$ cat src/rtl/rpds_pkg.sv
`timescale 1ns / 1ps
// ----------------------------------------------------------------------------
// rpds_pkg
// Shared types, field widths and constants of the ridge point duplicate
// suppression block.
// ----------------------------------------------------------------------------
package rpds_pkg;

  // field widths
  localparam int STATE_W   = 2;
  localparam int OFS_W     = 11;
  localparam int STR_W     = 16;
  localparam int ROW_W     = 12;
  localparam int OUT_COL_W = 11;
  localparam int FW_W      = 12;
  localparam int FH_W      = 13;
  localparam int CFG_W     = 13;
  localparam int CFG_IDX_W = 1;

  // geometry
  localparam int MAX_WIDTH_DEF    = 2048;
  localparam int MIN_DIM          = 5;
  localparam int MAX_HEIGHT       = 4096;
  localparam int BORDER           = 2;
  localparam int WIDTH_RST        = 640;
  localparam int HEIGHT_RST       = 480;
  localparam int QUEUE_DEPTH      = 2;

  // closeness test: 25 * d^2 < S^2 is d < 0.2 px with S = 2^frac
  localparam int OFFSET_FRAC_BITS = 10;
  localparam int NEAR_SCALE       = 25;
  localparam int DIFF_W = ((OFFSET_FRAC_BITS + 2 > OFS_W + 1) ?
                           OFFSET_FRAC_BITS + 2 : OFS_W + 1) + 1;
  localparam int SQ_W   = 2 * DIFF_W;
  localparam int SUM_W  = SQ_W + 1;
  localparam int NEAR_W = SUM_W + 5;
  localparam logic signed [DIFF_W-1:0] OFS_ONE = DIFF_W'(2 ** OFFSET_FRAC_BITS);
  localparam logic [NEAR_W-1:0] NEAR_LIMIT = NEAR_W'(1) << (2 * OFFSET_FRAC_BITS);

  // pixel state codes
  localparam logic [STATE_W-1:0] ST_NONE = 2'd0;

  // configuration register indexes
  typedef enum logic [CFG_IDX_W-1:0] {
    REG_FRAME_WIDTH  = 1'b0,
    REG_FRAME_HEIGHT = 1'b1
  } cfg_reg_e;

  // one ridge candidate, as stored in the row buffer
  typedef struct packed {
    logic [STATE_W-1:0]      st;
    logic signed [OFS_W-1:0] ox;
    logic signed [OFS_W-1:0] oy;
    logic [STR_W-1:0]        str;
  } pixel_t;

  // classification of an accepted pixel
  typedef struct packed {
    logic has_out;   // row above exists, a result is due
    logic interior;  // pixel above lies inside the border
    logic col_zero;  // first column, pending pixel comes from the buffer
  } cls_t;

endpackage

$ cat src/rtl/rpds_queue.sv
`timescale 1ns / 1ps
// ----------------------------------------------------------------------------
// rpds_queue
// Small FIFO between the front and the back end.
// ----------------------------------------------------------------------------
module rpds_queue #(
  parameter int DATA_W = 8,
  parameter int DEPTH  = rpds_pkg::QUEUE_DEPTH
) (
  input  logic              clk_i,
  input  logic              rst_ni,
  input  logic              push_valid_i,
  output logic              push_ready_o,
  input  logic [DATA_W-1:0] push_data_i,
  output logic              pop_valid_o,
  input  logic              pop_ready_i,
  output logic [DATA_W-1:0] pop_data_o
);

  localparam int PW = (DEPTH > 1) ? $clog2(DEPTH) : 1;
  localparam int NW = $clog2(DEPTH + 1);

  logic [DATA_W-1:0] entry_q [DEPTH];
  logic [PW-1:0]     wr_ptr_q;
  logic [PW-1:0]     rd_ptr_q;
  logic [NW-1:0]     count_q;
  logic              push;
  logic              pop;

  assign push_ready_o = (count_q != NW'(DEPTH));
  assign pop_valid_o  = (count_q != '0);
  assign pop_data_o   = entry_q[rd_ptr_q];
  assign push         = push_valid_i && push_ready_o;
  assign pop          = pop_valid_o && pop_ready_i;

  // pointers and fill level
  always_ff @(posedge clk_i or negedge rst_ni) begin
    if (!rst_ni) begin
      wr_ptr_q <= '0;
      rd_ptr_q <= '0;
      count_q  <= '0;
    end else begin
      if (push) begin
        wr_ptr_q <= (wr_ptr_q == PW'(DEPTH - 1)) ? '0 : wr_ptr_q + PW'(1);
      end
      if (pop) begin
        rd_ptr_q <= (rd_ptr_q == PW'(DEPTH - 1)) ? '0 : rd_ptr_q + PW'(1);
      end
      case ({push, pop})
        2'b10:   count_q <= count_q + NW'(1);
        2'b01:   count_q <= count_q - NW'(1);
        default: count_q <= count_q;
      endcase
    end
  end

  // entry storage
  always_ff @(posedge clk_i) begin
    if (push) begin
      entry_q[wr_ptr_q] <= push_data_i;
    end
  end

endmodule

$ cat config.mk
export PLATFORM = sky130hd
export DESIGN_NAME = rpds_queue
export DESIGN_NICKNAME = d
export VERILOG_FILES = /design/src/rtl/rpds_pkg.sv /design/src/rtl/rpds_queue.sv
export SDC_FILE = /design/constraint.sdc
export NUM_CORES = 1
export LEC_CHECK = 0
export ABC_AREA = 1
export ABC_CLOCK_PERIOD_IN_PS = 1700
export BUFFER_PORTS_ARGS = -buffer_cell sky130_fd_sc_hd__clkbuf_2
export CAP_MARGIN = 20
export CORE_ASPECT_RATIO = 0.9
export CORE_MARGIN = 2
export CORE_UTILIZATION = 25
export CTS_BUF_LIST = sky130_fd_sc_hd__clkbuf_8
export DETAILED_ROUTE_END_ITERATION = 10
export HOLD_SLACK_MARGIN = 0.06
export MAX_ROUTING_LAYER = met4
export PLACE_DENSITY = 0.42
export REMOVE_ABC_BUFFERS = 1
export SETUP_SLACK_MARGIN = 0.5
export SYNTH_ARGS = -nofsm -noshare
export SYNTH_HDL_FRONTEND = slang
export SYNTH_SLANG_ARGS = --single-unit
$ cat constraint.sdc
create_clock -name clk_i -period 1.7 [get_ports clk_i]
set_clock_uncertainty 0.1 [all_clocks]
set_input_delay 0 -clock clk_i [delete_from_list [all_inputs] [get_ports clk_i]]
set_output_delay 0 -clock clk_i [all_outputs]
set_load 0.1 [all_outputs]
; ---- Word level (Yosys, flattened, before mapping)
; Memories as Yosys holds them, arrays and structs flattened.
; Index checks and enable logic that the tools add are counted.
[word_totals]
regBits = 4
ram_bits = 16
n_memories = 1
[mem_list]
columns = name, depth, width, rd, rd_ports_with_merged_regs, write_ports, line
row1 = entry_q, 2, 8, 1, 0, 1, rpds_queue.sv:23  ; logic [DATA_W-1:0] entry_q [DEPTH];
[classes]
n_addsub = 4
eq_ne = 3
muxes = 5
n_reduce_logical = 4
[op_table]
columns = op, count
row1 = $mux 1, 4
row2 = $pmux 2 s2, 1
row3 = $reduce_bool 2->1, 2
row4 = $add 1x1->1 const B, 2
row5 = $add 2x1->2 const B, 1
row6 = $eq 2x1->1 const B, 1
row7 = $eq 2x2->1 const B, 1
row8 = $logic_and 1x1->1, 2
row9 = $ne 2x2->1 const B, 1
row10 = $sub 2x1->2 const B, 1

; ---- Longest topological paths before layout
; Gate-level depths: netlist of the first run.
[depth]
word_depth = 4
depth_mapped = 10

; ---- Least setup slack after synthesis of the first run
; OpenSTA, ideal clock, no wires.
[synth_timing]
kind = register -> register
startpoint = register count_q[1]
endpoint = register count_q[1]
setup_ns = 0.117
arrival_ns = 1.579
slack_ns = -0.096
path_stages_with_launch = 10
n_path_buf = 0
cell_sequence = dfrtp_1 -> inv_1 -> nand2_2 -> nand2_1 -> inv_1 -> ha_1 -> inv_1 -> nand3_1 -> nand2_1 -> nand2_1
[synth_via]
elab_chain_cells = 4
word_cells_on_any_way = 10
[synth_lines]
columns = item, line
row1 = from (decl), rpds_queue.sv:26  ; logic [NW-1:0] count_q;
row2 = from (signal assigned), rpds_queue.sv:50  ; 2'b10: count_q <= count_q + NW'(1);
row3 = from (signal assigned), rpds_queue.sv:51  ; 2'b01: count_q <= count_q - NW'(1);
row4 = from (signal assigned), rpds_queue.sv:52  ; default: count_q <= count_q;
row5 = $reduce_bool 2->1 (*), rpds_queue.sv:31  ; assign pop_valid_o = (count_q != '0);
row6 = via pop_valid_o, rpds_queue.sv:15  ; output logic pop_valid_o,
row7 = $logic_and 1x1->1 (*), rpds_queue.sv:34  ; assign pop = pop_valid_o && pop_ready_i;
row8 = via pop, rpds_queue.sv:28  ; logic pop;
row9 = $eq 2x1->1 / $eq 2x2->1 (equally long branches), rpds_queue.sv:49  ; case ({push, pop})
row10 = $pmux 2 s2 / $reduce_bool 2->1 (equally long branches), n/a
; The timed path passes the listed nets; every way through them passes the cells marked *.
; A chain may end at the register's enable or synchronous reset.

; ---- Worst setup path in the final report of the first run
[layout_timing]
startpoint = register count_q[0]
endpoint = register count_q[1]
[layout_via]
elab_chain_cells = 4
word_cells_on_any_way = 10
[layout_lines]
columns = item, line
row1 = $reduce_bool 2->1 (*), rpds_queue.sv:31
row2 = $logic_and 1x1->1 (*), rpds_queue.sv:34
row3 = via pop, rpds_queue.sv:28
row4 = $eq 2x1->1 / $eq 2x2->1 (equally long branches), rpds_queue.sv:49
row5 = $pmux 2 s2 / $reduce_bool 2->1 (equally long branches), n/a
; Marked as above.

==> results of run 1 <==
registers in the layout, indices dropped and copies added, names as in the netlist:
signal and flops:
entry_q 16, count_q 2, rd_ptr_q 1, wr_ptr_q 1
cell type report:
type | count | area share
clock buffers | 3 | 0.0257
clock inverters | 1 | 0.0187
inverters | 7 | 0.0194
multi-input cells | 43 | 0.208
flip-flops and latches | 20 | 0.362
well taps | 42 | 0.0327
repair buffers | 50 | 0.331
repair inverters | 1 | 0.00311
metal layers:
metal / wire, um / global-route usage / vias to the layer above
met5: 0 / - / -
met4: 10 / 0.0365 / 0
met3: 45 / 0.0229 / 2
met2: 1050 / 0.195 / 10
met1: 690 / 0.0865 / 305
li1: - / - / 337
kinds of logic after synthesis:
logic type | Yosys count | share of synthesized area
simple gates | 40 | 0.220
flops | 20 | 0.707
buf+inv | 8 | 0.0412
compound gates | 1 | 0.00609
xor+xnor | 1 | 0.0107
fa+ha+maj | 1 | 0.0152
critical path: cells and delay by family, from the launching register on:
| kind | cells | cell delay (ps) |
|---|---|---|
| flip-flops | 1 | 400 |
| buffers and inverters | 3 | 180 |
| AND/OR/NAND/NOR | 4 | 270 |
| adder cells (fa/ha/maj) | 1 | 260 |
what timing repair did:
action,in CTS,in global routing
hold buffers,12,0
setup endpoints to repair,28,29
setup buffers,13,3
hold endpoints to repair,22,0
pin swaps,7,11
gates resized for setup,20,34
gates cloned,0,1
cells in the final DEF (no fill, tap or decap), drive strengths merged, types with 2 or more instances in the layout:
master,count
clkbuf,15
edfxtp,16
nand3,2
buf,26
dfrtp,4
clkinv,2
nand2,34
inv,6
dlygate4sd3,12
nor2,3
metrics by stage:
stage               hold WS (ps)  cells  setup TNS (ps)  cell area [um2]
floorplan                   -396     70           -96.4              813
global placement            -281    134               0             1100
detailed placement          -277    134               0             1100
CTS                          371    163               0             1470
global route                 374    167               0             1610
finish                       377    167               0             1610
how the worst max path moves through the flow:
stage | cells past startpoint | slack, ps | end | startpoint
after floorplan | 9 | -100 | count_q[1] | count_q[1]
after global placement | 5 | 270 | entry_q[0][4] | count_q[0]
after detailed placement | 9 | 230 | count_q[1] | count_q[1]
after CTS | 8 | 380 | count_q[1] | count_q[1]
after global routing | 9 | 290 | count_q[1] | count_q[0]
final | 8 | 370 | count_q[1] | count_q[0]
==> flow_summary.ini, run 1 <==
[synthesis]
synth_top_area_frac = 0.585
synth-seq-cells = 20
syn_area_um2 = 821
async_flop_share = 0.200
synth_warnings = 0
synthFlopType = edfxtp_1
synth_edf_count = 16
ys_top_cells_by_area = edfxtp_1 (59%), nand2_1 (14%), dfrtp_1 (12%), nand2_4 (2.7%), inv_1 (2.3%)
syn-mean-instance-area_um2 = 11.6
synth_most_common_cell = nand2_1
synth_cells = 71
yosys.area.top_type = edfxtp_1
yosysSeqAreaShare = 0.707
synth_cell_types = 15
ys_top_cells_by_count = nand2_1 (31), edfxtp_1 (16), inv_1 (5)

[layout]
ff_latch_area_um2 = 582
fill_cells = 265
final_nets = 139
fin_util = 0.521
area_growth_pct = 96.0
n_antenna_cell = 0
multiInputGateArea_um2 = 334
drive_gt1_frac = 0.640

[clocking]
htreeDepth = 1
clock_sinks = 20
cts_root_buffer = clkbuf_8
path_clk_slew_ps = 70
clk_latency_ps = 250
cts_tree = yes
cts_buffer_depth = 2
cts_inserted_buffers = 3

[placement]
numPortBuffers = 21
dp_hpwl_mm = 1.08
dpl_worst_slack_ps = 226
globalplace.congestion = 0.738

[floorplanning]
start_util = 0.266
fp.dieW_um = 64.4
ios = 22
die-area_um2 = 3760
core_area_um2 = 3090
rows = 19
die_y_um = 58.4

[route]
vias_per_cell = 3.92
first_pass_iters = 2
routed-via-count = 654
drc = 0
drt-wirelength-per-cell_um = 10.7
drtIter0Drc = 10
antenna_left = 0
finalWirelength_mm = 1.80

[critical_path]
path_class = reg -> reg
critPathLaunchType = flop
reg2reg_from = count_q[0]
r2r_end = count_q[1]
endpoint_kind = flop
required_ps = 1750
cp_slowest_cell = dfrtp_1
cp_max_fo = 3
cpPeakStageDelay_ps = 400
crit_top_cell = inv_2
path_cells = inv_2, nand2_2, nand2_2, inv_2, ha_4, inv_2, nand4_1, nand2_1
r2r_setup_slack_ps = 370
r2r_cells = 8
crit_arrival_ps = 1370

[sta]
fin_crit_sh = 0.780
rsz0062_at_grt = yes
fmax_ghz = 0.754
finalSetupViolCount = 0
timing.final.ws_setup_ps = 374
hold_violations = 0
drv_slew = 0
slew_headroom = 0.798
tightest_slew_ps = 305
timing.final.crit_period_ps = 1330

[run]
drv_cap = 0

[run_status]
status = finished, final reports clean

[grt]
grt_pass1_vias = 634
grt_pass1_wl_mm = 2.59
overflow = 0
globalRouteTotalUtil = 0.0964
antenna_found_initial = 0
grt_max_degree = 13

[hold_path]
min_path_cells = 2
hold_path_startpoint = push_data_i[7]
hold_end = entry_q[1][7]
worstHoldPathType = in -> reg
Power of run 1 is not shown: default switching activity piles up to over one toggle a cycle in this logic, so the estimate is an artifact.
==> run 2, diff against run 1 <==
Settings changed: ABC_CLOCK_PERIOD_IN_PS 1700 to 1400.
Clock period 1.7 ns to 1.4 ns, I/O delays scaled along.
==> run 2 against run 1 <==
First-iteration DRC count unchanged; critical endpoint unchanged; cell area increased by 1.1%; worst hold slack lost 260 ps; largest cell class unchanged; sequential share of layout area fell by 0.39 points; die area unchanged; global-route usage grew 1.2 points; worst setup slack got worse by 290 ps; register-to-register slack lost 290 ps; count of clock-buffer cells in the layout unchanged; via count rose by 1.8%; non-clock buffer count increased by 1; utilization rose by 0.57 points.
==> flow_summary.ini, run 2 (synthesis results as in run 1) <==
[run_status]
status = finished, final reports clean

[sta]
fin_crit_sh = 0.942
finalSetupViolCount = 0
drv_slew = 0
timing.final.crit_period_ps = 1320
tightest_slew_ps = 177
fmax_ghz = 0.758
slew_headroom = 0.882
holdWs_ps = 114
rsz0062_at_grt = yes
hold_violations = 0

[route]
top_layer_used = met4
first_pass_iters = 4
drtIter0Drc = 10
drt-wirelength-per-cell_um = 11.1
finalWirelength_mm = 1.87
wl_met1_um = 731
route.met2.wl_mm = 1.06
vias_per_cell = 3.96
routed-via-count = 666
antenna_left = 0
wl_met3_um = 67
drc = 0

[layout]
layout_common_cells = nand2_2 (18), edfxtp_1 (16), dlygate4sd3_1 (12), buf_4 (12), buf_12 (11)
drive_gt1_frac = 0.667
area_growth_pct = 98.2
largest_reg_flops = 16
top_regs = entry_q x16, count_q x2
fill_cells = 281
final_common_cell = nand2_2
fin_util = 0.526
stdcell_count = 168
n_antenna_cell = 0
final_nets = 140
regMostFlops = entry_q

[placement]
dp_hpwl_mm = 1.15
globalplace.congestion = 0.728
dpl.cell_count = 138
numPortBuffers = 21

[clocking]
clk_latency_ps = 250
clock_sinks = 20
cts_buffer_depth = 2
cts_root_buffer = clkbuf_8
cts_tree = yes
cts_inserted_buffers = 3
path_clk_slew_ps = 70
htreeDepth = 1

[grt]
grt_pass1_vias = 739
overflow = 0
grt_pass1_wl_mm = 2.99
globalRouteTotalUtil = 0.108
antenna_found_initial = 0
grt_max_degree = 12

[critical_path]
r2r_setup_slack_ps = 80
endpoint_kind = flop
crit_arrival_ps = 1360
path_class = reg -> reg
critPathLaunchType = flop
cp_max_fo = 3
required_ps = 1440

[floorplanning]
die-area_um2 = 3760
die_y_um = 58.4
fp.dieW_um = 64.4
ios = 22
rows = 19
core_area_um2 = 3090
start_util = 0.266

[run]
drv_cap = 0

[hold_path]
worstHoldPathType = in -> reg
-- run 2: cell types whose count changed in the layout (fill, tap and decap cells not counted), sizes merged --
| cell | change |
|---|---|
| buf | +3 |
| bufinv | -1 |
| clkbuf | -2 |
| clkinv | -2 |
| clkinvlp | +1 |
| inv | +2 |
-- run 2: path summary, 6_finish.rpt --
kind	start	endpoint	cells past startpoint
max	count_q[0]	count_q[1]	9
min	pop_ready_i	count_q[0]	5
max reg2reg	count_q[0]	count_q[1]	9
min reg2reg	count_q[1]	count_q[1]	2
max in group asynchronous	rst_ni	rd_ptr_q	3
min in group asynchronous	rst_ni	count_q[0]	3
-- run 2: critical path, cell delays in order (launching register included) --
cell     delay, ps
dfrtp_1        400
inv_2          110
nand2_2         70
nand2_2         70
inv_2           40
ha_4           220
inv_4           50
nand3_2         50
nand2_1         50
nand2_1         50
-- run 2: metal layers --
metal | track usage | vias to the layer above
li1 | - | 338
met5 | - | -
met1 | 0.114 | 314
met4 | 0.0426 | 0
met3 | 0.0191 | 2
met2 | 0.202 | 12
-- run 2: area by class of cell --
type | count | area [um2] | area share
tap | 42 | 52.6 | 0.0323
sequential | 20 | 582 | 0.358
clock inverter | 1 | 3.75 | 0.00231
timing repair inverter | 1 | 7.51 | 0.00462
inverter | 7 | 31.3 | 0.0192
timing repair buffer | 51 | 552 | 0.339
clock buffer | 3 | 41.3 | 0.0254
multi-input combinational | 43 | 357 | 0.219
-- run 2: timing repair --
action,in CTS,in global routing
gates resized for setup,27,30
hold endpoints to repair,22,0
setup buffers,8,5
gates cloned,1,0
hold buffers,12,0
setup endpoints to repair,30,31
pin swaps,18,11
-- run 2: stage by stage --
stage          area [um2]  TNS [ps]  worst slack, ps
2_1_floorplan         813     -2700             -396
3_3_place_gp         1160     -18.3            -18.3
3_5_place_dp         1160     -62.7            -62.7
4_1_cts              1480         0             88.0
5_1_grt              1630     -2.14            -2.14
6_report             1630         0             80.9
Power of run 2 is left out for the same reason.
