File: src/rtl/rpds_pkg.sv
`timescale 1ns / 1ps
// ----------------------------------------------------------------------------
// rpds_pkg
// Shared types, field widths and constants of the ridge point duplicate
// suppression block.
// ----------------------------------------------------------------------------
package rpds_pkg;

  // field widths
  localparam int STATE_W   = 2;
  localparam int OFS_W     = 11;
  localparam int STR_W     = 16;
  localparam int ROW_W     = 12;
  localparam int OUT_COL_W = 11;
  localparam int FW_W      = 12;
  localparam int FH_W      = 13;
  localparam int CFG_W     = 13;
  localparam int CFG_IDX_W = 1;

  // geometry
  localparam int MAX_WIDTH_DEF    = 2048;
  localparam int MIN_DIM          = 5;
  localparam int MAX_HEIGHT       = 4096;
  localparam int BORDER           = 2;
  localparam int WIDTH_RST        = 640;
  localparam int HEIGHT_RST       = 480;
  localparam int QUEUE_DEPTH      = 2;

  // closeness test: 25 * d^2 < S^2 is d < 0.2 px with S = 2^frac
  localparam int OFFSET_FRAC_BITS = 10;
  localparam int NEAR_SCALE       = 25;
  localparam int DIFF_W = ((OFFSET_FRAC_BITS + 2 > OFS_W + 1) ?
                           OFFSET_FRAC_BITS + 2 : OFS_W + 1) + 1;
  localparam int SQ_W   = 2 * DIFF_W;
  localparam int SUM_W  = SQ_W + 1;
  localparam int NEAR_W = SUM_W + 5;
  localparam logic signed [DIFF_W-1:0] OFS_ONE = DIFF_W'(2 ** OFFSET_FRAC_BITS);
  localparam logic [NEAR_W-1:0] NEAR_LIMIT = NEAR_W'(1) << (2 * OFFSET_FRAC_BITS);

  // pixel state codes
  localparam logic [STATE_W-1:0] ST_NONE = 2'd0;

  // configuration register indexes
  typedef enum logic [CFG_IDX_W-1:0] {
    REG_FRAME_WIDTH  = 1'b0,
    REG_FRAME_HEIGHT = 1'b1
  } cfg_reg_e;

  // one ridge candidate, as stored in the row buffer
  typedef struct packed {
    logic [STATE_W-1:0]      st;
    logic signed [OFS_W-1:0] ox;
    logic signed [OFS_W-1:0] oy;
    logic [STR_W-1:0]        str;
  } pixel_t;

  // classification of an accepted pixel
  typedef struct packed {
    logic has_out;   // row above exists, a result is due
    logic interior;  // pixel above lies inside the border
    logic col_zero;  // first column, pending pixel comes from the buffer
  } cls_t;

endpackage

File: src/rtl/rpds_if.sv
`timescale 1ns / 1ps
// ----------------------------------------------------------------------------
// rpds_if
// Valid/ready channels for candidate pixels in and final states out.
// ----------------------------------------------------------------------------
interface rpds_in_if;
  logic                                valid;
  logic                                ready;
  logic [rpds_pkg::STATE_W-1:0]        pixel_state;
  logic signed [rpds_pkg::OFS_W-1:0]   offset_x;
  logic signed [rpds_pkg::OFS_W-1:0]   offset_y;
  logic [rpds_pkg::STR_W-1:0]          strength;

  modport source (output valid, pixel_state, offset_x, offset_y, strength, input ready);
  modport sink   (input valid, pixel_state, offset_x, offset_y, strength, output ready);
endinterface


File: src/rtl/rpds_front.sv
`timescale 1ns / 1ps
// ----------------------------------------------------------------------------
// rpds_front
// Accepts pixels, tracks the raster position and classifies each pixel for
// the back end. Holds the frame size registers.
// ----------------------------------------------------------------------------
module rpds_front #(
  parameter int MAX_WIDTH = rpds_pkg::MAX_WIDTH_DEF
) (
  input  logic                            clk_i,
  input  logic                            rst_ni,
  input  logic                            cfg_we_i,
  input  logic [rpds_pkg::CFG_IDX_W-1:0]  cfg_idx_i,
  input  logic [rpds_pkg::CFG_W-1:0]      cfg_wdata_i,
  rpds_in_if.sink                         pix_in,
  output logic                            push_valid_o,
  input  logic                            push_ready_i,
  output rpds_pkg::cls_t                  push_cls_o,
  output rpds_pkg::pixel_t                push_pix_o,
  output logic [rpds_pkg::ROW_W-1:0]      push_row_o,
  output logic [$clog2(MAX_WIDTH)-1:0]    push_col_o,
  output logic [$clog2(MAX_WIDTH)-1:0]    push_addr_o
);

  localparam int CW    = $clog2(MAX_WIDTH);
  localparam int WW    = CW + 1;
  localparam int CMP_W = (WW > rpds_pkg::FW_W) ? WW : rpds_pkg::FW_W;

  logic [rpds_pkg::FW_W-1:0]  width_q;
  logic [rpds_pkg::FH_W-1:0]  height_q;
  logic [CW-1:0]              col_q;
  logic [rpds_pkg::ROW_W-1:0] row_q;

  logic [CMP_W-1:0]           width_ext;
  logic [WW-1:0]              w_lim;
  logic [rpds_pkg::FH_W-1:0]  h_lim;
  logic [WW-1:0]              col_w;
  logic [rpds_pkg::ROW_W-1:0] prev_row;
  logic                       last_col;
  logic                       last_row;
  logic                       accept;

  // saturate the frame size to the supported range
  always_comb begin
    width_ext = CMP_W'(width_q);
    if (width_ext < CMP_W'(rpds_pkg::MIN_DIM)) begin
      w_lim = WW'(rpds_pkg::MIN_DIM);
    end else if (width_ext > CMP_W'(MAX_WIDTH)) begin
      w_lim = WW'(MAX_WIDTH);
    end else begin
      w_lim = WW'(width_ext);
    end
    if (height_q < rpds_pkg::FH_W'(rpds_pkg::MIN_DIM)) begin
      h_lim = rpds_pkg::FH_W'(rpds_pkg::MIN_DIM);
    end else if (height_q > rpds_pkg::FH_W'(rpds_pkg::MAX_HEIGHT)) begin
      h_lim = rpds_pkg::FH_W'(rpds_pkg::MAX_HEIGHT);
    end else begin
      h_lim = height_q;
    end
  end

  // raster position and classification
  always_comb begin
    col_w    = WW'(col_q);
    prev_row = row_q - rpds_pkg::ROW_W'(1);
    last_col = (col_w == w_lim - WW'(1));
    last_row = (rpds_pkg::FH_W'(row_q) == h_lim - rpds_pkg::FH_W'(1));

    push_cls_o.has_out  = (row_q != '0);
    push_cls_o.interior =
      (prev_row >= rpds_pkg::ROW_W'(rpds_pkg::BORDER)) &&
      ((rpds_pkg::FH_W'(prev_row) + rpds_pkg::FH_W'(rpds_pkg::BORDER)) < h_lim) &&
      (col_w >= WW'(rpds_pkg::BORDER)) &&
      ((col_w + WW'(rpds_pkg::BORDER)) < w_lim);
    push_cls_o.col_zero = (col_q == '0);

    push_pix_o.st  = pix_in.pixel_state;
    push_pix_o.ox  = pix_in.offset_x;
    push_pix_o.oy  = pix_in.offset_y;
    push_pix_o.str = pix_in.strength;

    push_row_o  = prev_row;
    push_col_o  = col_q;
    // right neighbour, or column 0 of this row for the next row's first pixel
    push_addr_o = last_col ? '0 : col_q + CW'(1);
  end

  assign pix_in.ready = push_ready_i;
  assign push_valid_o = pix_in.valid;
  assign accept       = pix_in.valid && push_ready_i;

  // frame size registers and position counters
  always_ff @(posedge clk_i or negedge rst_ni) begin
    if (!rst_ni) begin
      width_q  <= rpds_pkg::FW_W'(rpds_pkg::WIDTH_RST);
      height_q <= rpds_pkg::FH_W'(rpds_pkg::HEIGHT_RST);
      col_q    <= '0;
      row_q    <= '0;
    end else if (cfg_we_i) begin
      unique case (rpds_pkg::cfg_reg_e'(cfg_idx_i))
        rpds_pkg::REG_FRAME_WIDTH:  width_q  <= cfg_wdata_i[rpds_pkg::FW_W-1:0];
        rpds_pkg::REG_FRAME_HEIGHT: height_q <= cfg_wdata_i[rpds_pkg::FH_W-1:0];
        default: ;
      endcase
      col_q <= '0;
      row_q <= '0;
    end else if (accept) begin
      if (last_col) begin
        col_q <= '0;
        row_q <= last_row ? '0 : row_q + rpds_pkg::ROW_W'(1);
      end else begin
        col_q <= col_q + CW'(1);
      end
    end
  end

endmodule

File: src/flat_wrapper.sv
// flat-port wrapper written by rule: the top's interface ports become plain ports
module rpds_front_flat 
#(
  parameter int MAX_WIDTH = rpds_pkg::MAX_WIDTH_DEF
)
  (clk_i, rst_ni, cfg_we_i, cfg_idx_i, cfg_wdata_i, push_valid_o, push_ready_i, push_cls_o, push_pix_o, push_row_o, push_col_o, push_addr_o, pix_in_valid, pix_in_pixel_state, pix_in_offset_x, pix_in_offset_y, pix_in_strength, pix_in_ready);
  rpds_in_if pix_in_i ();
  input  logic clk_i;
  input  logic rst_ni;
  input  logic cfg_we_i;
  input  logic [rpds_pkg::CFG_IDX_W-1:0] cfg_idx_i;
  input  logic [rpds_pkg::CFG_W-1:0] cfg_wdata_i;
  output logic push_valid_o;
  input  logic push_ready_i;
  output rpds_pkg::cls_t push_cls_o;
  output rpds_pkg::pixel_t push_pix_o;
  output logic [rpds_pkg::ROW_W-1:0] push_row_o;
  output logic [$clog2(MAX_WIDTH)-1:0] push_col_o;
  output logic [$clog2(MAX_WIDTH)-1:0] push_addr_o;
  input wire logic [$bits(pix_in_i.valid)-1:0] pix_in_valid;
  input wire logic [$bits(pix_in_i.pixel_state)-1:0] pix_in_pixel_state;
  input wire logic [$bits(pix_in_i.offset_x)-1:0] pix_in_offset_x;
  input wire logic [$bits(pix_in_i.offset_y)-1:0] pix_in_offset_y;
  input wire logic [$bits(pix_in_i.strength)-1:0] pix_in_strength;
  output wire logic [$bits(pix_in_i.ready)-1:0] pix_in_ready;
  assign pix_in_i.valid = pix_in_valid;
  assign pix_in_i.pixel_state = pix_in_pixel_state;
  assign pix_in_i.offset_x = pix_in_offset_x;
  assign pix_in_i.offset_y = pix_in_offset_y;
  assign pix_in_i.strength = pix_in_strength;
  assign pix_in_ready = pix_in_i.ready;
  rpds_front #(.MAX_WIDTH(MAX_WIDTH)) u_core (.clk_i(clk_i), .rst_ni(rst_ni), .cfg_we_i(cfg_we_i), .cfg_idx_i(cfg_idx_i), .cfg_wdata_i(cfg_wdata_i), .pix_in(pix_in_i), .push_valid_o(push_valid_o), .push_ready_i(push_ready_i), .push_cls_o(push_cls_o), .push_pix_o(push_pix_o), .push_row_o(push_row_o), .push_col_o(push_col_o), .push_addr_o(push_addr_o));
endmodule
File: config.mk
export PLATFORM = sky130hd
export DESIGN_NAME = rpds_front_flat
export DESIGN_NICKNAME = d
export VERILOG_FILES = /design/src/rtl/rpds_pkg.sv /design/src/rtl/rpds_if.sv /design/src/rtl/rpds_front.sv /design/src/flat_wrapper.sv
export SDC_FILE = /design/constraint.sdc
export NUM_CORES = 1
export LEC_CHECK = 0
export ABC_AREA = 1
export BUFFER_PORTS_ARGS = -buffer_cell sky130_fd_sc_hd__buf_2
export CORE_ASPECT_RATIO = 1.2
export CORE_MARGIN = 2
export CORE_UTILIZATION = 55
export CTS_CLUSTER_SIZE = 40
export DETAILED_ROUTE_END_ITERATION = 8
export PLACE_DENSITY = 0.83
export SLEW_MARGIN = 15
export SYNTH_ARGS = -nofsm -noshare
export SYNTH_HDL_FRONTEND = slang
export SYNTH_SLANG_ARGS = --single-unit
File: constraint.sdc
create_clock -name clk_i -period 6.09 [get_ports clk_i]
set_input_delay 0.609 -clock clk_i [delete_from_list [all_inputs] [get_ports clk_i]]
set_output_delay 0.609 -clock clk_i [all_outputs]
set_load 0.01 [all_outputs]
# Word-level counts from Yosys, hierarchy flattened
# Cells that the tools add are included.
dict set report word_totals {
  ff_bits 48
  output_inout_bits 79
  elab_cells 44
}
dict set report op_classes {
  n_addsub 7
  magnitude_cmp 8
  eq_ne 2
  muxes 11
  n_bitwise 1
  reduce_logical 11
}
# op count
set op_table {}
lappend op_table {{two-way mux 12 bit} 6}
lappend op_table {{two-way mux 11 bit} 3}
lappend op_table {{two-way mux 13 bit} 2}
lappend op_table {{subtractor 12 x 1 -> 12 bit, second input constant} 2}
lappend op_table {{adder 12 x 2 -> 13 bit, second input constant} 1}
lappend op_table {{equality test 12 x 13 -> 1 bit} 1}
lappend op_table {{greater-than comparator 13 bit, second input constant} 1}
lappend op_table {{less-than comparator 13 bit} 1}
lappend op_table {{less-than comparator 13 x 3 -> 1 bit, second input constant} 1}
lappend op_table {{subtractor 13 x 1 -> 13 bit, second input constant} 1}
lappend op_table {{adder 11 x 2 -> 12 bit, second input constant} 1}
lappend op_table {{adder 12 x 1 -> 12 bit, second input constant} 1}
lappend op_table {{equality test 11 x 12 -> 1 bit} 1}
lappend op_table {{greater-or-equal comparator 12 x 2 -> 1 bit, second input constant} 1}
lappend op_table {{greater-than comparator 12 bit, second input constant} 1}
lappend op_table {{less-than comparator 12 bit} 1}
lappend op_table {{less-than comparator 12 x 3 -> 1 bit, second input constant} 1}
lappend op_table {{nonzero test 12 bit} 1}
lappend op_table {{adder 11 x 1 -> 11 bit, second input constant} 1}
lappend op_table {{greater-or-equal comparator 11 x 2 -> 1 bit, second input constant} 1}
lappend op_table {{logical NOT 11 bit} 1}
lappend op_table {{AND reduction 2 bit} 3}
lappend op_table {{logical AND 1 bit} 4}
lappend op_table {{nonzero test 2 bit} 2}
lappend op_table {{inverter 1 bit} 1}

# Longest topological paths before layout
# Gate-level depths: netlist (run 1).
dict set report logic_depth {
  depth_word 9
  ltp_mapped 22
}

# Worst setup path before layout (run 1)
# OpenSTA, ideal clock, no wires.
dict set report synth_timing {
  path_kind {reg-to-output}
  startpoint {reg u_core.row_q[0] in the netlist's numbering}
  endpoint {out push_cls_o[1] in the netlist's numbering}
  arrival_ps 2989
  t_required_ps 5481
  path_slack_ps 2492
  path_stages_with_launch 19
  path_buffers 0
  cell_sequence {dfrtp_1 > inv_1 > ha_1 > xnor2_1 > inv_1 > ha_1 > inv_1 > nor4_2 > nand3_1 > nor4_2 > xor2_1 > ha_1 > nand2_1 > nor2_1 > o21ai_0 > o211ai_1 > a31oi_1 > nand3_1 > nor2_1}
}
# element line
set synth_rtl {}
lappend synth_rtl {{start: declaration} rpds_front.sv:32} ;# logic [rpds_pkg::ROW_W-1:0] row_q;
lappend synth_rtl {{start signal: assignment} rpds_front.sv:110} ;# row_q <= last_row ? '0 : row_q + rpds_pkg::ROW_W'(1);
lappend synth_rtl {{end: declaration} flat_wrapper.sv:15} ;# output rpds_pkg::cls_t push_cls_o;

==> results of run 1 <==
power by group:
part,leakage (nW),switching [mW],internal [mW]
logic,2.32,0.193,0.108
clock network,0.0687,0.124,0.165
registers,0.617,0.0301,0.344
total,3.00,0.348,0.618
metal layers:
| layer | share of wire (%) | track usage, % | up-vias |
|---|---|---|---|
| met5 | 0 | 0 | - |
| met4 | 4.6 | 14.4 | 0 |
| met3 | 4.5 | 3.47 | 50 |
| met2 | 50 | 46.0 | 156 |
| met1 | 41 | 28.8 | 2214 |
| li1 | - | - | 2480 |
cell usage after synthesis (2+ instances only):
| library cell | instances | area [µm²] |
|---|---|---|
| buf_2 | 2 | 10.0 |
| dfrtp_1 | 42 | 1050 |
| ha_1 | 36 | 450 |
| nand3_2 | 8 | 80.1 |
| xnor2_1 | 2 | 17.5 |
| nor4_2 | 2 | 25.0 |
| or2_2 | 3 | 18.8 |
| clkbuf_1 | 14 | 52.6 |
| o22ai_1 | 8 | 50.1 |
| nor2_4 | 3 | 33.8 |
| nand3_1 | 69 | 345 |
| clkinv_1 | 3 | 11.3 |
| nand2_2 | 5 | 31.3 |
| a21oi_1 | 20 | 100 |
| o211ai_1 | 2 | 15.0 |
| nand2_4 | 3 | 33.8 |
| nor3_2 | 3 | 30.0 |
| inv_1 | 108 | 405 |
| buf_4 | 44 | 330 |
| nor4_1 | 2 | 12.5 |
| o21ai_1 | 4 | 20.0 |
| nor2_1 | 86 | 323 |
| nor3_1 | 8 | 40.0 |
| inv_2 | 3 | 11.3 |
| nand4_1 | 17 | 106 |
| o21ai_0 | 44 | 220 |
| nor2_2 | 5 | 31.3 |
| dfstp_2 | 6 | 158 |
| nand2_1 | 182 | 683 |
| buf_6 | 4 | 45.0 |
| xor2_1 | 38 | 333 |
sequential cells by signal (all words and copies together), names as in the netlist:
register,cells
u_core.height_q,13
u_core.row_q,12
u_core.width_ext,12
u_core.push_col_o,11
metrics by stage:
step / cells / cell area (µm²) / power (mW) / util, %
final: 909 / 5320 / 0.965 / 58.6
after CTS: 909 / 5320 / 0.966 / 58.6
after global routing: 909 / 5320 / 1.03 / 58.6
after global placement: 901 / 5180 / 0.672 / 57.1
after detailed placement: 901 / 5180 / 0.680 / 57.1
after floorplan: 787 / 5180 / 0.634 / -
final timing paths:
kind | to | start | depth (start not counted) | slack (ns)
worst max-delay path | push_cls_o[1] | u_core.row_q[0]$_DFFE_PN0P_ | 19 | 1.79
worst min-delay path | u_core.push_col_o[8]$_DFFE_PN0P_ | rst_ni | 2 | 0.38
worst max register to register | u_core.row_q[0]$_DFFE_PN0P_ | u_core.height_q[1]$_DFFE_PN0P_ | 19 | 2.90
worst min register to register | u_core.width_ext[7]$_DFFE_PN1P_ | u_core.width_ext[7]$_DFFE_PN1P_ | 2 | 0.52
max in group asynchronous | u_core.height_q[4]$_DFFE_PN0P_ | rst_ni | 2 | 5.26
min in group clk_i | u_core.width_ext[7]$_DFFE_PN1P_ | u_core.width_ext[7]$_DFFE_PN1P_ | 2 | 0.52
cells by family after synthesis:
logic type	count (synthesis)
buffers and inverters	178
AND/OR/NAND/NOR	398
adder cells (fa/ha/maj)	36
AO/OA/AOI/OAI	86
XOR/XNOR	41
flip-flops	48
cell type report:
class | instances | share of cell area [%]
Clock inverter | 3 | 1.29
Timing Repair Buffer | 58 | 5.50
Inverter | 114 | 8.05
Multi-Input combinational cell | 561 | 58.3
Clock buffer | 5 | 1.29
Sequential cell | 48 | 22.7
Tap cell | 120 | 2.82
==> qor.yml, run 1 <==
cp_cell_sequence: "inv_1 > ha_1 > xnor2_1 > inv_1 > ha_1 > inv_1 > nor4_2 > nand3_1 > nor4_2 > xor2_1 > ha_1 > nand2_1 > nor2_1 > o21ai_0 > o211ai_1 > a31oi_1 > nand3_1 > nor2_1 > buf_2"
gp_congestion: 0.926
yosys_warnings: 0
power_leakage_nw: 3.00
nNetsFinal: 883
post_cts_buffers: 0
worst_pin_slew_ns: 0.709
syn_area_per_cell_um2: 6.58
multi_input_area_um2: 3100
num_rows: 38
hold_class: "primary input to async pin"
synth-simple-area-share_pct: 34.9
worst-path-buf-inv: 4
layout_common_cells: "182 x nand2_1, 108 x inv_1, 86 x nor2_1"
track_usage_pct: 25.4
hpwlAfterDp_um: 9900
crit_type: "register to output port"
core_area_um2: 9080
dieArea_um2: 10200
period_share_pct: 70.6
crit_path_max_incr_delay_ns: 0.47
max_cap_violations: 0
final_hold_viol_count: 0
grt_max_degree: 49
required_ns: 5.48
fmax_mhz: 232
min_period_ns: 4.30
yosys.area_share.adder_pct: 8.70
drv_slew: 0
initial_utilization_pct: 57.0
wirelength_um: 12600
path_max_fanout: 7
cp_slowest_cell: "dfrtp_1"
drt-pass1-iter-count: 5
areaGrowthSynthToFinish_pct: 2.76
synth.distinct_cells: 42
initialDrtViolationCount: 266
ioPinCount: 138
clk_latency_ns: 0.32
dieHeight_um: 110
cts_sinks: 48
synth_top_family_by_area: "simple AND/OR/NAND/NOR gates"
synth_compound_gate_area_share_pct: 9.09
crit_family: "simple AND/OR/NAND/NOR gates"
cts_tree: "done"
start_kind: "register"
ys_seq_area_share_pct: 23.4
fill_cells: 909
ant_nets: 0
portBuffers: 57
cp.arrival_ns: 3.69
synth-xor-area-share_pct: 7.20
synthMuxAreaShare_pct: 0
cts-root-buf: "clkbuf_8"
critPathCaptureType: "output port"
synth.net_count: 882
clockBufferDepth: 2
hold_slack_ns: 0.382
tns_ns: 0
vias: 4900
via_per_inst: 5.39
final_common_cell: "nand2_1"
slew-limit-headroom_pct: 52.1
async_flop_share_pct: 100
rsz0062_at_grt: "false"
grt_pass1_vias: 4618
seq_area_um2: 1210
routedWlPerCell_um: 13.9
clk_pin_slew_ns: 0.10
cts_resized: 0
drive_gt1_share_pct: 13.7
diodes: 0
antenna_found_initial: 0
synthCells: 787
p_per_area_nw_per_um2: 181
fin_skew_ns: 0.0150
holdBufCountCts: 0
numCtsBuffers: 5
grt_pass1_wl_um: 21000
die_w_um: 92.6
final.setup.worst_slack_ns: 1.79
grt.overflow.total: 0
netlist_area_um2: 5180
ys_ff_latch: 48
synthFlopType: "dfrtp_1"
post-route-drc-count: 0
htreeDepth: 2
pre_cts_ws_ns: 2.17
setup_violations: 0
ir_worst_vdd_v: 0.000104
status: "complete, no violations"
synth_edf_count: 0
Power figures use the tool's default switching activity.
==> inputs of run 2 (changes only) <==
==> constraint.sdc (replaced) <==
create_clock -name clk_i -period 4.4 [get_ports clk_i]
set_input_delay 0.44 -clock clk_i [delete_from_list [all_inputs] [get_ports clk_i]]
set_output_delay 0.44 -clock clk_i [all_outputs]
set_load 0.01 [all_outputs]
==> qor.yml, run 2 (synthesized netlist as in run 1, its figures left out) <==
largest_reg_flops: 13  # unchanged
final_hold_viol_count: 0  # unchanged
dieHeight_um: 110  # unchanged
vias: 4967  # +1.4%
cp_slowest_cell: "dfrtp_2"
gp_congestion: 0.925  # about the same
busiest_layer: "met2"
drv_slew: 0  # unchanged
hpwlAfterDp_um: 9900  # about the same
grt.overflow.total: 0  # unchanged
cts_sinks: 48  # unchanged
portBuffers: 57  # unchanged
status: "complete, no violations"
initialDrtViolationCount: 239  # -10%
wirelength_um: 12800  # +1.3%
min_period_ns: 4.08
path_max_fanout: 6  # -1
max_cap_violations: 0  # unchanged
p_total_mw: 1.34  # +39%
layout_common_cells: "181 x nand2_1, 107 x inv_1, 86 x nor2_1"
crit_path_frequent_cell: "inv_1"
final_util_pct: 59.0  # +0.44 points
hold_class: "primary input to async pin"
tns_ns: 0  # unchanged
grt_pass1_wl_um: 21300  # +1.2%
routedWlPerCell_um: 14.0  # +1.0%
period_share_pct: 92.7
via_per_inst: 5.45  # +1.0%
num_rows: 38  # unchanged
critPathCaptureType: "output port"
worst-r2r-cell-count: 16  # -3
use_met3_pct: 3.26  # -0.20 points
crit_type: "register to output port"
cts_tree: "done"
track_usage_pct: 25.9  # +0.50 points
fin_cells: 912  # +0.33%
ioPinCount: 138  # unchanged
clk_latency_ns: 0.32  # about the same
antenna_found_initial: 0  # unchanged
core_area_um2: 9080  # unchanged
numCtsBuffers: 5  # unchanged
crit_family: "simple AND/OR/NAND/NOR gates"
cp.depth: 19  # unchanged
diodes: 0  # unchanged
initial_utilization_pct: 57.0  # unchanged
clockBufferDepth: 2  # unchanged
cp.arrival_ns: 3.64  # -0.05 ns
regMostFlops: "u_core.height_q"
holdBufCountCts: 0  # unchanged
start_kind: "register"
placed_area_um2: 5180  # unchanged
htreeDepth: 2  # unchanged
cts-root-buf: "clkbuf_8"
setup_violations: 0  # unchanged
ant_nets: 0  # unchanged
nNetsFinal: 886  # +0.34%
grt_pass1_vias: 4622  # +0.087%
final.setup.worst_slack_ns: 0.319  # -1.47 ns
grt_max_degree: 49  # unchanged
slew-limit-headroom_pct: 53.2  # +1.1 points
worst-path-buf-inv: 4  # unchanged
pre_cts_ws_ns: 0.659  # -1.51 ns
ir_worst_vdd_v: 0.000135  # +30%
p_per_area_nw_per_um2: 250  # +38%
rsz0062_at_grt: "false"
worst_pin_slew_ns: 0.692  # -0.0165 ns
clk_pin_slew_ns: 0.10  # about the same
hold_slack_ns: 0.209  # -0.173 ns
drive_gt1_share_pct: 14.6  # +0.96 points
dieArea_um2: 10200  # unchanged
power_leakage_nw: 3.02  # +0.51%
gr-usage-met1_pct: 29.3  # +0.52 points
final_common_cell: "nand2_1"
cp_cell_sequence: "inv_1 > ha_4 > xnor2_1 > inv_1 > ha_1 > inv_1 > nor4_2 > nand3_1 > nor4_2 > xor2_1 > ha_1 > nand2_1 > nor2_1 > o21ai_0 > o211ai_1 > a31oi_1 > nand3_1 > nor2_1 > buf_2"
die_w_um: 92.6  # unchanged
drt-pass1-iter-count: 5  # unchanged
fin_area_um2: 5360  # +0.75%
required_ns: 3.96  # -1.52 ns
post-route-drc-count: 0  # unchanged
crit_path_max_incr_delay_ns: 0.43  # -0.04 ns
grtUsageMet2_pct: 48.0  # +1.9 points
areaGrowthSynthToFinish_pct: 3.53
fin_skew_ns: 0.00985  # -0.00519 ns
fmax_mhz: 245
placed_cells: 901  # unchanged
-- run 2: cell count changes in the layout (fill, tap and decap cells not counted) --
cell / previous run / this run
ha_4: 0 / 1
buf_4: 1 / 4
dfrtp_1: 42 / 40
inv_1: 108 / 107
nand2_2: 5 / 6
dfrtp_2: 0 / 2
inv_2: 3 / 4
ha_1: 36 / 35
nand2_1: 182 / 181
-- run 2: worst paths after layout --
path	startpoint	end	slack, ns
max in group asynchronous	rst_ni	u_core.row_q[1]$_DFFE_PN0P_	3.71
min in group clk_i	cfg_wdata_i[7]	u_core.height_q[7]$_DFFE_PN1P_	0.36
worst max-delay path	u_core.row_q[1]$_DFFE_PN0P_	push_cls_o[1]	0.32
worst max register to register	u_core.width_ext[9]$_DFFE_PN1P_	u_core.row_q[0]$_DFFE_PN0P_	1.24
worst min register to register	u_core.height_q[7]$_DFFE_PN1P_	u_core.height_q[7]$_DFFE_PN1P_	0.53
worst min-delay path	rst_ni	u_core.push_col_o[8]$_DFFE_PN0P_	0.21
-- run 2: worst reg2reg max path: cells and delay by family (launching register included) --
| family | cells | cell delay, ns |
|---|---|---|
| AO/OA/AOI/OAI | 1 | 0.26 |
| adder cells (fa/ha/maj) | 1 | 0.33 |
| buffers and inverters | 1 | 0.05 |
| flip-flops | 1 | 0.58 |
| AND/OR/NAND/NOR | 13 | 1.83 |
-- run 2: metal layers --
metal | vias to the layer above | routed length [µm]
li1 | 2487 | -
met1 | 2258 | 5150
met2 | 171 | 6380
met3 | 51 | 625
met4 | 0 | 624
met5 | - | 0
-- run 2: power breakdown --
part | internal (mW) | leakage (nW) | total, mW | switching [mW]
registers | 0.476 | 0.614 | 0.518 | 0.0421
logic | 0.149 | 2.34 | 0.419 | 0.269
clock network | 0.229 | 0.0687 | 0.403 | 0.174
-- run 2: repair_timing --
item	4_1_cts	5_1_grt
setup endpoints to repair	0	1
resized for setup	0	6
hold endpoints to repair	0	0
buffers inserted	0	3
-- run 2: final cells by class --
class	instances	area, µm²
fillers	892	3720
inverters	114	428
repair buffers	61	315
well taps	120	150
flip-flops and latches	48	1210
clock buffers	5	68.8
clock inverters	3	68.8
multi-input cells	561	3120
==> inputs of run 3 (changes only) <==
--- a/config.mk
+++ b/config.mk
@@ -7,12 +7,15 @@
 export LEC_CHECK = 0
 export ABC_AREA = 1
 export BUFFER_PORTS_ARGS = -buffer_cell sky130_fd_sc_hd__buf_2
+export CAP_MARGIN = 15
+export CELL_PAD_IN_SITES_DETAIL_PLACEMENT = 0
+export CELL_PAD_IN_SITES_GLOBAL_PLACEMENT = 2
 export CORE_ASPECT_RATIO = 1.2
 export CORE_MARGIN = 2
-export CORE_UTILIZATION = 55
+export CORE_UTILIZATION = 29
 export CTS_CLUSTER_SIZE = 40
 export DETAILED_ROUTE_END_ITERATION = 8
-export PLACE_DENSITY = 0.83
+export PLACE_DENSITY_LB_ADDON = 0.1
 export SLEW_MARGIN = 15
 export SYNTH_ARGS = -nofsm -noshare
 export SYNTH_HDL_FRONTEND = slang
==> qor.yml, run 3 (synthesized netlist as in run 1, its figures left out) <==
worst-path-buf-inv: 4  # unchanged
post-route-drc-count: 0  # unchanged
path_max_fanout: 4  # -2
r2r_start: "u_core.height_q[8]$_DFFE_PN1P_"
grt.overflow.total: 0  # unchanged
wirelength_um: 15800  # +23%
hpwlAfterDp_um: 12700  # +29%
required_ns: 3.96  # about the same
holdBufCountCts: 0  # unchanged
clk_latency_ns: 0.30  # -0.02 ns
vias: 4787  # -3.6%
cp_cell_sequence: "inv_2 > ha_2 > xnor2_1 > inv_1 > ha_1 > inv_1 > nor4_4 > nand3_2 > nor4_4 > xor2_1 > ha_1 > nand2_1 > nor2_1 > o21ai_0 > o211ai_1 > a31oi_2 > nand3_1 > nor2_2 > buf_2"
worst_pin_slew_ns: 0.800  # +0.108 ns
fin_skew_ns: 0.00775  # -0.00210 ns
largest_reg_flops: 13  # unchanged
slew-limit-headroom_pct: 46.0  # -7.3 points
crit_type: "register to output port"
ant_nets: 0  # unchanged
final_common_cell: "nand2_1"
grt_pass1_wl_um: 24800  # +17%
diodes: 0  # unchanged
regMostFlops: "u_core.height_q"
routedWlPerCell_um: 15.5  # +11%
areaGrowthSynthToFinish_pct: 8.03
placed_cells: 1002  # +11%
htreeDepth: 2  # unchanged
die_w_um: 126  # +36%
via_per_inst: 4.71  # -14%
gr-usage-met1_pct: 19.2  # -10 points
min_period_ns: 4.04  # -0.0424 ns
gp_congestion: 0.816  # -12%
core_area_um2: 17500  # +93%
cts_sinks: 48  # unchanged
antenna_found_initial: 0  # unchanged
p_per_area_nw_per_um2: 251  # +0.48%
nNetsFinal: 891  # +0.56%
tns_ns: 0  # unchanged
cp.arrival_ns: 3.60  # -0.04 ns
initial_utilization_pct: 29.6  # -27 points
initialDrtViolationCount: 204  # -15%
grt_max_degree: 49  # unchanged
fin_cells: 1017  # +12%
clockBufferDepth: 2  # unchanged
ioPinCount: 138  # unchanged
r2r_setup_slack_ns: 1.15  # -0.09 ns
clk_pin_slew_ns: 0.07  # -0.03 ns
period_share_pct: 91.8  # -0.96 points
num_rows: 53  # +39%
crit_family: "simple AND/OR/NAND/NOR gates"
numCtsBuffers: 5  # unchanged
dieArea_um2: 18900  # +86%
fmax_mhz: 248  # +1.1%
setup_violations: 0  # unchanged
p_total_mw: 1.41  # +4.8%
grtUsageMet2_pct: 32.5  # -15 points
start_kind: "register"
dieHeight_um: 150  # +36%
critPathCaptureType: "output port"
drv_slew: 0  # unchanged
drt-pass1-iter-count: 4  # -1
cts-root-buf: "clkbuf_16"
layout_common_cells: "180 x nand2_1, 107 x inv_1, 85 x nor2_1"
power_leakage_nw: 3.08  # +1.8%
busiest_layer: "met2"
status: "complete, no violations"
hold_class: "primary input to async pin"
portBuffers: 57  # unchanged
crit_path_max_incr_delay_ns: 0.43  # about the same
drive_gt1_share_pct: 16.1  # +1.4 points
grt_pass1_vias: 4686  # +1.4%
track_usage_pct: 16.7  # -9.2 points
r2r_end: "u_core.row_q[6]$_DFFE_PN0P_"
final_hold_viol_count: 0  # unchanged
ir_worst_vdd_v: 0.000134  # -1.2%
cp_slowest_cell: "dfrtp_2"
cts_tree: "done"
use_met3_pct: 2.59  # -0.67 points
max_cap_violations: 0  # unchanged
worst-r2r-cell-count: 18  # +2
run 3: cell count changes in the layout (fill, tap and decap cells not counted), sizes merged:
cell | before | now
buf | 61 | 66
bufinv | 2 | 1
clkinv | 3 | 4
clkinvlp | 0 | 1
inv | 112 | 111
run 3: timing repair:
| item | CTS | global route |
|---|---|---|
| resized for setup | 0 | 14 |
| setup endpoints to repair | 0 | 1 |
| setup buffers | 0 | 7 |
run 3: how the worst max path moves through the flow:
| stage | to | cells past startpoint | slack [ns] | start |
|---|---|---|---|---|
| after floorplan | push_cls_o[1] | 18 | 0.97 | u_core.row_q[0]$_DFFE_PN0P_ |
| after global routing | push_cls_o[1] | 19 | -0.008 | u_core.row_q[0]$_DFFE_PN0P_ |
| final | push_cls_o[1] | 19 | 0.36 | u_core.row_q[0]$_DFFE_PN0P_ |
| after CTS | push_cls_o[1] | 19 | 0.02 | u_core.row_q[0]$_DFFE_PN0P_ |
| after detailed placement | push_cls_o[1] | 19 | 0.37 | u_core.row_q[0]$_DFFE_PN0P_ |
| after global placement | push_cls_o[1] | 19 | 0.41 | u_core.row_q[0]$_DFFE_PN0P_ |
run 3: per-stage QoR:
step	worst slack (ns)	hold slack (ns)	cell area (µm²)	util, %
after floorplan	0.971	0.144	5180	-
after global placement	0.415	0.498	5310	30.4
after detailed placement	0.367	0.512	5310	30.4
after CTS	0.0196	0.284	5480	31.3
after global routing	-0.00801	0.308	5590	31.9
final	0.362	0.260	5590	31.9
run 3: layout make-up:
cell class / instances / area, µm²
fillers: 1995 / 11900
multi-input cells: 561 / 3160
flip-flops and latches: 48 / 1210
inverters: 114 / 428
repair buffers: 66 / 353
well taps: 220 / 275
clock buffers: 5 / 125
clock inverters: 3 / 42.5
run 3: metal layers:
layer / routed length, µm / part of all wire [%]
met4: 146 / 0.93
met2: 8490 / 54
met1: 6600 / 42
met5: 0 / 0
met3: 542 / 3.4
run 3: where the power goes:
group	total, mW	leakage (nW)	switching (mW)	internal (mW)
clock	0.454	0.0798	0.186	0.268
combinational	0.430	2.38	0.279	0.151
sequential	0.521	0.612	0.0449	0.476
total	1.41	3.08	0.510	0.895
